### config.mk
export PLATFORM = sky130hd
export DESIGN_NAME = deadline_sorted_timer_queue_flat
export DESIGN_NICKNAME = d
export VERILOG_FILES = /design/src/dstq_pkg.sv /design/src/dstq_cmd_if.sv /design/src/dstq_res_if.sv /design/src/dstq_ram.sv /design/src/dstq_ctrl.sv /design/src/dstq_dp.sv /design/src/deadline_sorted_timer_queue.sv /design/src/flat_wrapper.sv
export VERILOG_INCLUDE_DIRS = /design/src /design/src/src
export SDC_FILE = /design/constraint.sdc
export NUM_CORES = 2
export LEC_CHECK = 0
export BUFFER_PORTS_ARGS = -buffer_cell sky130_fd_sc_hd__buf_2
export CAP_MARGIN = 20
export CORE_ASPECT_RATIO = 2
export CORE_MARGIN = 1
export CORE_UTILIZATION = 38
export CTS_CLUSTER_SIZE = 28
export DETAILED_ROUTE_END_ITERATION = 7
export HOLD_SLACK_MARGIN = 0.03
export SETUP_SLACK_MARGIN = 0.3
export SLEW_MARGIN = 10
export SYNTH_ARGS = -nofsm -noshare
export SYNTH_HDL_FRONTEND = slang
export SYNTH_SLANG_ARGS = --single-unit
### constraint.sdc
create_clock -name clk -period 7.55 [get_ports clk]
set_input_delay 0.755 -clock clk [delete_from_list [all_inputs] [get_ports clk]]
set_output_delay 0.755 -clock clk [all_outputs]
set_load 0.01 [all_outputs]
### src/deadline_sorted_timer_queue_assert.svh
// Assertion macros used by the timer queue datapath.
`ifndef DEADLINE_SORTED_TIMER_QUEUE_ASSERT_SVH
`define DEADLINE_SORTED_TIMER_QUEUE_ASSERT_SVH

// Check a property outside reset.
`define DSTQ_ASSERT(label, prop, msg) \
    label: assert property (@(posedge clk) disable iff (!rst_n) prop) else $error(msg);

// Check a property at every edge, reset included.
`define DSTQ_ASSERT_ALWAYS(label, prop, msg) \
    label: assert property (@(posedge clk) prop) else $error(msg);

`endif

### src/dstq_pkg.sv
// Types and constants of the deadline sorted timer queue.
package dstq_pkg;

    localparam int ID_W     = 5;
    localparam int DELAY_W  = 32;
    localparam int NOW_W    = 48;
    localparam int MAX_POPS = 32;

    typedef logic [1:0] cmd_code_t;
    localparam cmd_code_t CMD_SET    = 2'd0;
    localparam cmd_code_t CMD_CANCEL = 2'd1;
    localparam cmd_code_t CMD_CHECK  = 2'd2;

    typedef logic [1:0] kind_code_t;
    localparam kind_code_t KIND_SET_DONE    = 2'd0;
    localparam kind_code_t KIND_CANCEL_DONE = 2'd1;
    localparam kind_code_t KIND_EXPIRED     = 2'd2;
    localparam kind_code_t KIND_NONE        = 2'd3;

    typedef enum logic [2:0] {
        EMIT_OFF,
        EMIT_DONE,
        EMIT_EXP_MORE,
        EMIT_EXP_LAST,
        EMIT_NONE
    } emit_sel_t;

    typedef struct packed {
        logic      accept;
        logic      rd_head;
        logic      advance;
        logic      unlink_cur;
        logic      place;
        logic      link_prev;
        logic      pop;
        emit_sel_t emit;
    } ctl_cmd_t;

    typedef struct packed {
        cmd_code_t in_cmd;
        logic      in_id_ok;
        logic      in_hit;
        logic      cmd_set;
        logic      cur_null;
        logic      cur_is_id;
        logic      due;
        logic      later;
        logic      prev_null;
        logic      have_pops;
        logic      pop_cap;
        logic      out_free;
    } dp_status_t;

endpackage

### src/dstq_cmd_if.sv
// Command channel of the timer queue.
interface dstq_cmd_if;
    logic        valid;
    logic        ready;
    logic [1:0]  command;
    logic [4:0]  timer_id;
    logic [31:0] delay;
    logic [47:0] now;

    modport source (output valid, command, timer_id, delay, now, input ready);
    modport sink (input valid, command, timer_id, delay, now, output ready);
endinterface

### src/dstq_res_if.sv
// Result channel of the timer queue.
interface dstq_res_if;
    logic       valid;
    logic       ready;
    logic [1:0] kind;
    logic [4:0] result_id;
    logic       was_queued;
    logic       last;

    modport source (output valid, kind, result_id, was_queued, last, input ready);
    modport sink (input valid, kind, result_id, was_queued, last, output ready);
endinterface

### src/dstq_ram.sv
// Generic single write port RAM with registered read.
module dstq_ram #(
    parameter int WIDTH = 8,
    parameter int DEPTH = 32
) (
    input  logic                     clk,
    input  logic                     wr_en,
    input  logic [$clog2(DEPTH)-1:0] wr_addr,
    input  logic [WIDTH-1:0]         wr_data,
    input  logic                     rd_en,
    input  logic [$clog2(DEPTH)-1:0] rd_addr,
    output logic [WIDTH-1:0]         rd_data
);

    logic [WIDTH-1:0] mem [DEPTH];

    always_ff @(posedge clk)
    begin
        if (wr_en)
        begin
            mem[wr_addr] <= wr_data;
        end
        if (rd_en)
        begin
            rd_data <= mem[rd_addr];
        end
    end

endmodule

### src/dstq_ctrl.sv
// Sequencer for set, cancel and expiry walks of the timer queue.
module dstq_ctrl
    import dstq_pkg::*;
(
    input  logic       clk,
    input  logic       rst_n,
    input  logic       in_valid,
    output logic       in_ready,
    input  dp_status_t status,
    output ctl_cmd_t   ctl
);

    typedef enum logic [2:0] {
        ST_IDLE,
        ST_UNLINK,
        ST_INS_START,
        ST_INSERT,
        ST_LINK_PREV,
        ST_REPLY,
        ST_CHECK
    } state_t;

    state_t state_reg;
    state_t state_next;
    logic   ready_reg;
    logic   ready_next;
    logic   accept;

    assign in_ready = ready_reg;
    assign accept   = in_valid && ready_reg;

    always_comb
    begin
        state_next = state_reg;
        ctl        = '0;
        ctl.emit   = EMIT_OFF;
        unique case (state_reg)
            ST_IDLE:
            begin
                if (accept)
                begin
                    ctl.accept  = 1'b1;
                    ctl.rd_head = 1'b1;
                    case (status.in_cmd)
                        CMD_SET:
                        begin
                            if (!status.in_id_ok)
                                state_next = ST_REPLY;
                            else if (status.in_hit)
                                state_next = ST_UNLINK;
                            else
                                state_next = ST_INSERT;
                        end
                        CMD_CANCEL:
                        begin
                            state_next = status.in_hit ? ST_UNLINK : ST_REPLY;
                        end
                        CMD_CHECK:
                        begin
                            state_next = ST_CHECK;
                        end
                        default:
                        begin
                            state_next = ST_IDLE;
                        end
                    endcase
                end
            end
            ST_UNLINK:
            begin
                if (status.cur_null)
                begin
                    state_next = status.cmd_set ? ST_INS_START : ST_REPLY;
                end
                else if (status.cur_is_id)
                begin
                    ctl.unlink_cur = 1'b1;
                    state_next     = status.cmd_set ? ST_INS_START : ST_REPLY;
                end
                else
                begin
                    ctl.advance = 1'b1;
                end
            end
            ST_INS_START:
            begin
                ctl.rd_head = 1'b1;
                state_next  = ST_INSERT;
            end
            ST_INSERT:
            begin
                if (status.cur_null || status.later)
                begin
                    ctl.place  = 1'b1;
                    state_next = status.prev_null ? ST_REPLY : ST_LINK_PREV;
                end
                else
                begin
                    ctl.advance = 1'b1;
                end
            end
            ST_LINK_PREV:
            begin
                ctl.link_prev = 1'b1;
                state_next    = ST_REPLY;
            end
            ST_REPLY:
            begin
                if (status.out_free)
                begin
                    ctl.emit   = EMIT_DONE;
                    state_next = ST_IDLE;
                end
            end
            ST_CHECK:
            begin
                if (status.cur_null || !status.due || status.pop_cap)
                begin
                    if (status.out_free)
                    begin
                        ctl.emit   = status.have_pops ? EMIT_EXP_LAST : EMIT_NONE;
                        state_next = ST_IDLE;
                    end
                end
                else if (status.out_free || !status.have_pops)
                begin
                    // pop the head; the previous pop goes out now that more follow
                    ctl.pop = 1'b1;
                    if (status.have_pops)
                        ctl.emit = EMIT_EXP_MORE;
                end
            end
            default:
            begin
                state_next = ST_IDLE;
            end
        endcase
        ready_next = (state_next == ST_IDLE);
    end

    always_ff @(posedge clk or negedge rst_n)
    begin
        if (!rst_n)
        begin
            state_reg <= ST_IDLE;
            ready_reg <= 1'b0;
        end
        else
        begin
            state_reg <= state_next;
            ready_reg <= ready_next;
        end
    end

endmodule

### src/dstq_dp.sv
// Datapath of the timer queue: list storage, walk registers and result register.
`include "deadline_sorted_timer_queue_assert.svh"

module dstq_dp
    import dstq_pkg::*;
#(
    parameter int NUM_TIMERS = 32,
    parameter int TIME_BITS  = 48
) (
    input  logic               clk,
    input  logic               rst_n,
    input  ctl_cmd_t           ctl,
    output dp_status_t         status,
    input  logic [1:0]         command,
    input  logic [ID_W-1:0]    timer_id,
    input  logic [DELAY_W-1:0] delay,
    input  logic [NOW_W-1:0]   now,
    dstq_res_if.source         res
);

    localparam int IDX_W  = $clog2(NUM_TIMERS);
    localparam int LINK_W = $clog2(NUM_TIMERS + 1);
    localparam int POP_W  = $clog2(MAX_POPS + 1);
    localparam logic [LINK_W-1:0] NULL_LINK = LINK_W'(NUM_TIMERS);

    // walk and list state
    logic [LINK_W-1:0]     head_reg;
    logic [LINK_W-1:0]     cur_reg;
    logic [LINK_W-1:0]     prev_reg;
    logic [LINK_W-1:0]     last_id_reg;
    logic [POP_W-1:0]      pops_reg;
    logic [NUM_TIMERS-1:0] queued_reg;
    logic                  was_reg;

    // captured command
    cmd_code_t             cmd_reg;
    logic [ID_W-1:0]       id_reg;
    logic [TIME_BITS-1:0]  sum_reg;
    logic [TIME_BITS-1:0]  now_reg;

    // result register
    logic                  out_valid_reg;
    kind_code_t            kind_reg;
    logic [ID_W-1:0]       result_id_reg;
    logic                  was_queued_reg;
    logic                  last_reg;

    logic [NOW_W+TIME_BITS-1:0] now_wide;
    logic [TIME_BITS-1:0]       now_in;
    logic [TIME_BITS:0]         sum_full;
    logic [TIME_BITS-1:0]       sum_sat;
    logic [ID_W+IDX_W-1:0]      in_id_wide;
    logic [IDX_W-1:0]           in_idx;
    logic                       in_id_ok;
    logic [ID_W+IDX_W-1:0]      id_idx_wide;
    logic [IDX_W-1:0]           id_idx;
    logic [ID_W+LINK_W-1:0]     id_link_wide;
    logic [LINK_W-1:0]          id_link;
    logic [ID_W+LINK_W-1:0]     last_id_wide;
    logic [IDX_W-1:0]           cur_idx;
    logic [IDX_W-1:0]           prev_idx;
    logic                       prev_null;
    logic                       out_free;

    logic                       rd_en;
    logic [IDX_W-1:0]           rd_addr;
    logic [LINK_W-1:0]          link_rdata;
    logic [TIME_BITS-1:0]       dl_rdata;
    logic                       link_wr_en;
    logic [IDX_W-1:0]           link_wr_addr;
    logic [LINK_W-1:0]          link_wr_data;

    // saturating deadline
    assign now_wide = {{TIME_BITS{1'b0}}, now};
    assign now_in   = now_wide[TIME_BITS-1:0];
    assign sum_full = {1'b0, now_in} + (TIME_BITS + 1)'(delay);
    assign sum_sat  = sum_full[TIME_BITS] ? {TIME_BITS{1'b1}} : sum_full[TIME_BITS-1:0];

    assign in_id_wide   = {{IDX_W{1'b0}}, timer_id};
    assign in_idx       = in_id_wide[IDX_W-1:0];
    assign in_id_ok     = (32'(timer_id) < 32'(NUM_TIMERS));
    assign id_idx_wide  = {{IDX_W{1'b0}}, id_reg};
    assign id_idx       = id_idx_wide[IDX_W-1:0];
    assign id_link_wide = {{LINK_W{1'b0}}, id_reg};
    assign id_link      = id_link_wide[LINK_W-1:0];
    assign last_id_wide = {{ID_W{1'b0}}, last_id_reg};
    assign cur_idx      = cur_reg[IDX_W-1:0];
    assign prev_idx     = prev_reg[IDX_W-1:0];
    assign prev_null    = (prev_reg == NULL_LINK);
    assign out_free     = !out_valid_reg || res.ready;

    // both stores share one read address: the head or the link just read
    assign rd_en   = ctl.rd_head || ctl.advance || ctl.pop;
    assign rd_addr = ctl.rd_head ? head_reg[IDX_W-1:0] : link_rdata[IDX_W-1:0];

    always_comb
    begin
        link_wr_en   = (ctl.unlink_cur && !prev_null) || ctl.place || ctl.link_prev;
        link_wr_addr = ctl.place ? id_idx : prev_idx;
        if (ctl.unlink_cur)
            link_wr_data = link_rdata;
        else if (ctl.place)
            link_wr_data = cur_reg;
        else
            link_wr_data = id_link;
    end

    dstq_ram #(
        .WIDTH (LINK_W),
        .DEPTH (NUM_TIMERS)
    ) u_link_ram (
        .clk     (clk),
        .wr_en   (link_wr_en),
        .wr_addr (link_wr_addr),
        .wr_data (link_wr_data),
        .rd_en   (rd_en),
        .rd_addr (rd_addr),
        .rd_data (link_rdata)
    );

    dstq_ram #(
        .WIDTH (TIME_BITS),
        .DEPTH (NUM_TIMERS)
    ) u_deadline_ram (
        .clk     (clk),
        .wr_en   (ctl.place),
        .wr_addr (id_idx),
        .wr_data (sum_reg),
        .rd_en   (rd_en),
        .rd_addr (rd_addr),
        .rd_data (dl_rdata)
    );

    always_comb
    begin
        status.in_cmd    = command;
        status.in_id_ok  = in_id_ok;
        status.in_hit    = in_id_ok && queued_reg[in_idx];
        status.cmd_set   = (cmd_reg == CMD_SET);
        status.cur_null  = (cur_reg == NULL_LINK);
        status.cur_is_id = (cur_reg == id_link);
        status.due       = (dl_rdata <= now_reg);
        status.later     = (dl_rdata > sum_reg);
        status.prev_null = prev_null;
        status.have_pops = (pops_reg != '0);
        status.pop_cap   = (pops_reg == POP_W'(MAX_POPS));
        status.out_free  = out_free;
    end

    always_ff @(posedge clk or negedge rst_n)
    begin
        if (!rst_n)
        begin
            head_reg      <= NULL_LINK;
            queued_reg    <= '0;
            pops_reg      <= '0;
            was_reg       <= 1'b0;
            out_valid_reg <= 1'b0;
        end
        else
        begin
            if (ctl.accept)
            begin
                pops_reg <= '0;
                was_reg  <= 1'b0;
            end
            if (ctl.unlink_cur)
            begin
                if (prev_null)
                    head_reg <= link_rdata;
                queued_reg[id_idx] <= 1'b0;
                was_reg            <= 1'b1;
            end
            if (ctl.place)
            begin
                if (prev_null)
                    head_reg <= id_link;
                queued_reg[id_idx] <= 1'b1;
            end
            if (ctl.pop)
            begin
                head_reg            <= link_rdata;
                queued_reg[cur_idx] <= 1'b0;
                pops_reg            <= pops_reg + 1'b1;
            end
            if (ctl.emit != EMIT_OFF)
                out_valid_reg <= 1'b1;
            else if (res.ready)
                out_valid_reg <= 1'b0;
        end
    end

    always_ff @(posedge clk)
    begin
        if (ctl.accept)
        begin
            cmd_reg <= command;
            id_reg  <= timer_id;
            sum_reg <= sum_sat;
            now_reg <= now_in;
        end
        if (ctl.rd_head)
        begin
            cur_reg  <= head_reg;
            prev_reg <= NULL_LINK;
        end
        else if (ctl.advance)
        begin
            prev_reg <= cur_reg;
            cur_reg  <= link_rdata;
        end
        else if (ctl.pop)
        begin
            cur_reg     <= link_rdata;
            last_id_reg <= cur_reg;
        end
        case (ctl.emit)
            EMIT_DONE:
            begin
                kind_reg       <= (cmd_reg == CMD_SET) ? KIND_SET_DONE : KIND_CANCEL_DONE;
                result_id_reg  <= id_reg;
                was_queued_reg <= was_reg;
                last_reg       <= 1'b1;
            end
            EMIT_EXP_MORE, EMIT_EXP_LAST:
            begin
                kind_reg       <= KIND_EXPIRED;
                result_id_reg  <= last_id_wide[ID_W-1:0];
                was_queued_reg <= 1'b0;
                last_reg       <= (ctl.emit == EMIT_EXP_LAST);
            end
            EMIT_NONE:
            begin
                kind_reg       <= KIND_NONE;
                result_id_reg  <= '0;
                was_queued_reg <= 1'b0;
                last_reg       <= 1'b1;
            end
            default:
            begin
            end
        endcase
    end

    assign res.valid      = out_valid_reg;
    assign res.kind       = kind_reg;
    assign res.result_id  = result_id_reg;
    assign res.was_queued = was_queued_reg;
    assign res.last       = last_reg;

    `DSTQ_ASSERT(a_emit_has_room, (ctl.emit != EMIT_OFF) |-> out_free, "result beat overwritten")
    `DSTQ_ASSERT_ALWAYS(a_head_in_range, head_reg <= NULL_LINK, "list head out of range")
    `DSTQ_ASSERT(a_pop_is_queued, ctl.pop |-> queued_reg[cur_idx], "popped timer not queued")
    `DSTQ_ASSERT(a_place_not_queued, ctl.place |-> !queued_reg[id_idx], "timer linked twice")

endmodule

### src/deadline_sorted_timer_queue.sv
// Top level of the deadline sorted timer queue.
//
// Usage: commands come in on cmd (set, cancel, check), results leave on res.
// A set stores deadline = now + delay, clamped at the top of the time range,
// behind every timer with an equal or earlier deadline; a set of a queued
// timer moves it. A cancel removes a timer. A check pops due timers in
// deadline order, at most MAX_POPS, one expiry beat each with last on the
// final one, or one none-expired beat.
// Storage: the list lives in two RAMs with registered read, walked one entry
// per cycle unless a check waits on res; a set that moves a queued timer
// walks the list twice, once to unlink it and once to place it.
// One command is worked at a time; cmd.ready is high only between commands.
// The last result sits in an output register, so a new command is taken
// while it waits. When res stalls, a check walk holds until the beat is taken.
// Reset empties the list at once; no clearing pass is run.
module deadline_sorted_timer_queue
    import dstq_pkg::*;
#(
    parameter int NUM_TIMERS = 32,
    parameter int TIME_BITS  = 48
) (
    input  logic       clk,
    input  logic       rst_n,
    dstq_cmd_if.sink   cmd,
    dstq_res_if.source res
);

    ctl_cmd_t   ctl;
    dp_status_t status;

    dstq_ctrl u_ctrl (
        .clk      (clk),
        .rst_n    (rst_n),
        .in_valid (cmd.valid),
        .in_ready (cmd.ready),
        .status   (status),
        .ctl      (ctl)
    );

    dstq_dp #(
        .NUM_TIMERS (NUM_TIMERS),
        .TIME_BITS  (TIME_BITS)
    ) u_dp (
        .clk      (clk),
        .rst_n    (rst_n),
        .ctl      (ctl),
        .status   (status),
        .command  (cmd.command),
        .timer_id (cmd.timer_id),
        .delay    (cmd.delay),
        .now      (cmd.now),
        .res      (res)
    );

endmodule
### src/flat_wrapper.sv
// flat-port wrapper written by rule: the top's interface ports become plain ports
module deadline_sorted_timer_queue_flat import dstq_pkg::*;
#(
    parameter int NUM_TIMERS = 32,
    parameter int TIME_BITS  = 48
)
  (clk, rst_n, cmd_valid, cmd_command, cmd_timer_id, cmd_delay, cmd_now, cmd_ready, res_valid, res_kind, res_result_id, res_was_queued, res_last, res_ready);
  dstq_cmd_if cmd_i ();
  dstq_res_if res_i ();
  input  logic clk;
  input  logic rst_n;
  input wire logic [$bits(cmd_i.valid)-1:0] cmd_valid;
  input wire logic [$bits(cmd_i.command)-1:0] cmd_command;
  input wire logic [$bits(cmd_i.timer_id)-1:0] cmd_timer_id;
  input wire logic [$bits(cmd_i.delay)-1:0] cmd_delay;
  input wire logic [$bits(cmd_i.now)-1:0] cmd_now;
  output wire logic [$bits(cmd_i.ready)-1:0] cmd_ready;
  output wire logic [$bits(res_i.valid)-1:0] res_valid;
  output wire logic [$bits(res_i.kind)-1:0] res_kind;
  output wire logic [$bits(res_i.result_id)-1:0] res_result_id;
  output wire logic [$bits(res_i.was_queued)-1:0] res_was_queued;
  output wire logic [$bits(res_i.last)-1:0] res_last;
  input wire logic [$bits(res_i.ready)-1:0] res_ready;
  assign cmd_i.valid = cmd_valid;
  assign cmd_i.command = cmd_command;
  assign cmd_i.timer_id = cmd_timer_id;
  assign cmd_i.delay = cmd_delay;
  assign cmd_i.now = cmd_now;
  assign cmd_ready = cmd_i.ready;
  assign res_valid = res_i.valid;
  assign res_kind = res_i.kind;
  assign res_result_id = res_i.result_id;
  assign res_was_queued = res_i.was_queued;
  assign res_last = res_i.last;
  assign res_i.ready = res_ready;
  deadline_sorted_timer_queue #(.NUM_TIMERS(NUM_TIMERS), .TIME_BITS(TIME_BITS)) u_core (.clk(clk), .rst_n(rst_n), .cmd(cmd_i), .res(res_i));
endmodule
## Yosys cells after proc, flatten, opt, wreduce, memory -nomap -nowiden

Memory sizes are Yosys's and may differ from the RTL's. A register that Yosys moved wholly into a read port is not among the register bits.
Cells that the tools add are included.

| storage, ports and cells | value |
|---|---|
| input port bits | 91 |
| logic and storage cells | 155 |
| register bits after elaboration | 179 |
| memory bits (writable) | 1728 |
| memories | 2 |

| operators by class | value |
|---|---|
| add/sub/neg operators | 2 |
| reductions and logical operators | 34 |
| bitwise operators | 7 |
| $lt $le $gt $ge | 7 |
| equality and inequality tests | 16 |
| mux-type cells | 69 |

Memory list:

| name | depth | bits a word | rd ports | clocked after memory_dff | write ports | line | text |
|---|---|---|---|---|---|---|---|
| u_core.u_dp.u_deadline_ram.mem | 32 | 48 | 1 | 1 | 1 | dstq_ram.sv:15 | `logic [WIDTH-1:0] mem [DEPTH];` |
| u_core.u_dp.u_link_ram.mem | 32 | 6 | 1 | 1 | 1 | dstq_ram.sv:15 |  |

Operator list:

| operator | number |
|---|---|
| $mux W32 | 3 |
| $mux W6 | 12 |
| $and A32 B32 Y32 | 2 |
| $not A32 Y32 | 2 |
| $add A48 B32 Y49 | 1 |
| $gt A48 B48 Y1 | 1 |
| $le A48 B48 Y1 | 1 |
| $mux W3 | 11 |
| $or A32 B32 Y32 | 1 |
| $mux W1 | 24 |
| $pmux W3 S7 | 1 |
| $eq A6 B6 Y1 const B | 3 |
| $lt A5 B6 Y1 const B | 3 |
| $pmux W5 S3 | 1 |
| $eq A3 B2 Y1 const B | 4 |
| $eq A3 B3 Y1 const B | 4 |
| $demux W1 S5 | 2 |
| $ge A5 B1 Y1 const B | 2 |
| $mux W5 | 2 |
| $reduce_bool A2 Y1 | 5 |
| $logic_or A1 B1 Y1 | 9 |
| $pmux W3 S3 | 1 |
| $reduce_bool A3 Y1 | 3 |
| $mux W2 | 4 |
| 19 further kinds | 33 |

## Depth between registers and ports, before layout

| logic depth | value |
|---|---|
| word-level depth | 11 |
| gate-level depth with buffers | 13 |
| gate-level depth less buffers | 11 |

## Modules after synthesis

From an unflattened synthesis, not the netlist that was laid out.

| second synthesis, totals | value |
|---|---|
| cell total of the unflattened synthesis | 4928 |
| area, all modules | 81096.5 um^2 |

By module, submodules not included:

| module | area each (um^2) | cells an instance | times used |
|---|---|---|---|
| dstq_ram (u_core.u_dp.u_deadline_ram) | 61216.2 | 3364 | 1 |
| dstq_dp | 11798.8 | 1187 | 1 |
| dstq_ram (u_core.u_dp.u_link_ram) | 7649.8 | 323 | 1 |
| dstq_ctrl | 431.7 | 54 | 1 |

## Least setup slack after synthesis

No wires, ideal clock.

| timing | value |
|---|---|
| path kind | register to register |
| start point | register u_core.u_dp.sum_reg[12] |
| end point | memory u_core.u_dp.u_deadline_ram.mem[20][0] in the netlist's numbering, enable pin |
| buffers on the path | 3 |
| setup slack | 871 ps |
| period minus slack after synthesis | 6679 ps |
| data arrival time | 6167 ps |
| stages on the path, launching flop included | 13 |
| path through | edfxtp_1 -> inv_1 -> ha_1 -> nand3_1 -> or4_1 -> a21o_1 -> a31oi_1 -> nor3_2 -> o21a_1 -> buf_4 -> buf_4 -> buf_4 -> nor3_1 |

| between the ends | value |
|---|---|
| cells in the longest elaborated chain, start to end | 6 |

RTL lines:

| element | line | text |
|---|---|---|
| start, declared | dstq_dp.sv:38 | `logic [TIME_BITS-1:0] sum_reg;` |
| start signal, assigned | dstq_dp.sv:199 | `sum_reg <= sum_sat;` |
| $gt A48 B48 Y1 | dstq_dp.sv:143 | `status.later = (dl_rdata > sum_reg);` |
| $logic_or A1 B1 Y1 | dstq_ctrl.sv:92 | `if (status.cur_null \|\| status.later)` |
| $mux W1 | dstq_ctrl.sv:92 |  |
| $mux W1 | dstq_ctrl.sv:37 | `unique case (state_reg)` |
| $mux W1 | dstq_ram.sv:19 | `if (wr_en)` |
| $mux W1 (not written as such) | dstq_ram.sv:21 | `mem[wr_addr] <= wr_data;` |
| end, declared | dstq_ram.sv:15 |  |

No other way between the ends.

## Worst setup path after layout

| timing | value |
|---|---|
| start point | register u_core.u_dp.sum_reg[19] |
| end point | memory u_core.u_dp.u_deadline_ram.mem[21][14] in the netlist's numbering, enable pin |

The elaborated chain is that of the path after synthesis.

==> impl_results.md <==
* Post-Layout Cell Count at about 8900
* Final core occ at 0.4273
* Unique cell type count in the Yosys netlist at 88
* Starting Density at 0.3822
* Syn nets at 6150
* Final wirelength at 246600 microns
* H-tree depth at 4
* Final Hold Fails at 0
* Placer congestion estimate at 0.8909
* Cells after Synth at roughly 6000
* Setup violations, final at 0
* Ys flop type: edfxtp_1
* Overflow after GRT at 0
* P_int at 22110 uW
* Final slew viol count at 0
* Fin nets at 6202
* Die Y at about 660 microns
* Worst IR drop on VDD at 0.4392 mV
* Min-delay worst type: in2async
* Mapped cell area at roughly 0.08 sq mm
* Critical path's top delay family: compound AO/OA/AOI/OAI gates
* #FFs+latches synth at 1961
* Multi-input gate area at approximately 0.022 sq mm
* Startpoint Class: flip-flop
* Syn Area/Cell at ~14 sq um
* Worst R2R Start: u_core.u_dp.sum_reg[19]$_SDFFCE_PP1P_
* Period Utilization, post-route at 0.7165
* Sw power at approximately 13000 uW
* Ratio of cells with drive above 1 in the final layout at 0.1043
* Die width at 331.3 microns
* Area Overhead vs Synth at 11.79%
* # DRC at 0
* Leakage power total at 0.03211 uW
* Worst-path clk slew at 0.07 ns
* R2R depth at 11
* Sequential element share of the synthesized area at 0.7109
* CP Capture Type: flip-flop
* Detail Route Antenna Nets at 0
* Slowest stage delay, CP at between 1 and 1.5 ns
* Post-synth top area share at 0.6942
* Buf+Inv Stages, Crit Path at 3
* Largest Register: u_core.u_dp.u_deadline_ram.mem
* Via count at 51400
* Status: completed
* Via/cell ratio at 5.771
* IO Count at 102
* Skew-Pair Late Insertion Delay at 0.86 ns
* Clock Path Buffers at 4
* Core Area at 0.2156 sq mm
* Initial DRC count at 4824
* 1st-pass router iterations at 6
* Post-synth EDFFs at 1905
* Register-to-register path setup slack at 2.14 ns
* GRT Total Usage at 0.2201
* CP cell instances: inv_1 -> ha_1 -> o21ai_0 -> nor2_1 -> o31ai_1 -> a21oi_1 -> nor3_2 -> o21a_2 -> buf_4 -> nor3_2 -> buf_4
* Top Registers: u_core.u_dp.u_deadline_ram.mem (1536), u_core.u_dp.u_link_ram.mem (192)
* Largest net degree at the start of global routing at around 260
* TritonCTS Buffers at 172
* Initial antenna violation count at 13
* CP required at between 8 and 9 ns
* Crit path time final at 5.410 ns
* Final clock skew at 0.06710 ns
* Reg-to-Reg End: u_core.u_dp.u_deadline_ram.mem[21][14]$_DFFE_PP_
* CP Class: reg2reg
* Sequential power share at 0.385
* Port Buffer Count at just over 100
* Clock Power Share at 0.255
* Max FFs per register at 1536
* CTS resizes at 0
* Inst Count DP at 8598
* First-pass GRT wire length at 352200 microns
* CTS tree: yes
* Async SR Flop Fraction at 0.02550
* RSZ-0062 raised after global routing: false
* Synth warn at 0
* # rows at 241
* Clk sinks at 1961
* Normalized max-slew margin at 0.2014
* Worst Max-Slew Pin Slew at 1.198 ns
* Area of the die at between 0.2 and 0.25 sq mm
* DR WL/cell at 27.69 microns
* Total Neg Setup Slack at 0 ns
* Post-CTS Setup Bufs at 0
* Post-DP HPWL at roughly 140000 microns
* Post-CTS Hold Buffers at 0
* Worst EP arrival at 5.86 ns
* Root Buffer: clkbuf_16
* Worst Path Max Fanout at 33
* Logic pwr share at 0.361
* Seq. cell area at 0.05858 sq mm
* Sw frac at 0.3748
* Total of max-cap violations at 0
* Ranking of synthesized cells by area: edfxtp_1 69%, nand2_1 6.7%, a311oi_1 3.5%
* Cell taking the most area after synthesis: edfxtp_1
* P per Cell Area at 383.9 mW/mm^2
* Slowest stage cell, crit path: edfxtp_1
* Fillers at 19060
* Fmax at 184.9 MHz
* Vias in the first global route at 50450
==> synth_stat cells, types with 9 or more instances <==
cell / count
a31oi_1: 21
a32oi_1: 16
nand4_1: 29
nand2_1: 1465
nor3b_1: 9
buf_4: 16
clkbuf_1: 216
buf_2: 93
a311oi_1: 325
nand3_1: 153
o31ai_1: 60
nor3_1: 79
o311ai_1: 54
buf_1: 31
dfrtp_1: 49
xor2_1: 17
edfxtp_1: 1905
buf_6: 17
nor2_1: 90
a21oi_1: 82
nand2b_1: 12
o31a_1: 12
o21ai_0: 70
o21ai_1: 13
mux4_2: 64
o211ai_1: 15
ha_1: 130
inv_1: 132
nor3_2: 9
and3_1: 282
nor2b_1: 15
xnor2_1: 17
o21a_1: 12
or3_1: 10
mux2i_1: 236
a21o_1: 32
==> layout by cell type (no fill, tap or decap), drive strengths merged, types with 8 or more instances in the layout <==
cell type     n
a21o         32
a21oi        82
a311oi      325
a31oi        21
a32oi        16
and2          8
and3        282
buf         252
bufinv       22
clkbuf      205
clkinv       77
dfrtp        49
edfxtp     1905
ha          130
inv         135
mux2         16
mux2i       237
mux4         64
nand2      1465
nand2b       12
nand3       154
nand4        29
nor2         90
nor2b        15
nor3         88
nor3b         9
o211ai       15
o21a         12
o21ai        84
o311ai       54
o31a         12
o31ai        61
or2           9
or3          10
xnor2        17
xor2         17
==> routing by layer <==
metal  global-route usage  routed length, microns  up-vias
li1                     -                       -    22510
met1               0.2457                   87590    26210
met2               0.4112                  132100     2073
met3              0.02226                   13170      586
met4               0.1149                   13660       12
met5                    0                      79        -
==> power groups by stage <==
stage          clock network [uW]  registers, uW  logic (uW)
2_1_floorplan                   0          13500        8580
3_3_place_gp                    0          13800       12600
3_5_place_dp                    0          13800       12700
4_1_cts                      9090          13600       12800
5_1_grt                      9430          13600       13700
6_report                     9000          13600       12800
==> stage by stage <==
stage	hold slack, ns	total power [uW]	worst slack, ns	instance area (sq um)
finish	0.06984	35370	2.140	92120
global route	0.1084	36730	1.964	92120
CTS	0.07623	35470	2.131	92070
detailed placement	0.5091	26560	2.143	86510
global placement	0.4930	26410	2.263	86500
floorplan	0.4244	22110	0.8705	82400
==> how the worst max path moves through the flow <==
stage                                           from                                                to  slack, ns  depth (start not counted)
3_3_place_gp   u_core.u_dp.sum_reg[46]$_SDFFCE_PP1P_  u_core.u_dp.u_deadline_ram.mem[21][18]$_DFFE_PP_       2.26                         11
2_1_floorplan  u_core.u_dp.sum_reg[12]$_SDFFCE_PP1P_   u_core.u_dp.u_deadline_ram.mem[20][0]$_DFFE_PP_       0.87                         12
5_1_grt        u_core.u_dp.sum_reg[33]$_SDFFCE_PP1P_       u_core.u_dp.u_link_ram.mem[30][4]$_DFFE_PP_       1.96                         10
3_5_place_dp   u_core.u_dp.sum_reg[19]$_SDFFCE_PP1P_       u_core.u_dp.u_link_ram.mem[30][1]$_DFFE_PP_       2.14                         10
6_report       u_core.u_dp.sum_reg[19]$_SDFFCE_PP1P_  u_core.u_dp.u_deadline_ram.mem[21][14]$_DFFE_PP_       2.14                         11
4_1_cts        u_core.u_dp.sum_reg[19]$_SDFFCE_PP1P_  u_core.u_dp.u_deadline_ram.mem[21][14]$_DFFE_PP_       2.13                         11
==> cell type report <==
type / count / share of cell area
Sequential cell: 1961 / 0.6359
Antenna cell: 2 / 0.00005433
Clock buffer: 205 / 0.04887
Inverter: 138 / 0.006465
Tap cell: 2794 / 0.03795
Multi-Input combinational cell: 3455 / 0.2365
Timing Repair Buffer: 252 / 0.02271
Clock inverter: 99 / 0.01152
==> kinds of logic (layout without fill, tap and decap cells) <==
| logic type | count (synthesis) | count (layout) | share of synthesized area |
|---|---|---|---|
| compound gates | 774 | 774 | 0.07220 |
| mux | 317 | 317 | 0.04851 |
| xor+xnor | 34 | 34 | 0.003614 |
| buf+inv | 512 | 694 | 0.02730 |
| flops | 1961 | 1961 | 0.7109 |
| other cells | 0 | 2 | 0 |
| simple gates | 2199 | 2199 | 0.1175 |
| fa+ha+maj | 131 | 131 | 0.01998 |
Power figures use the tool's default switching activity.
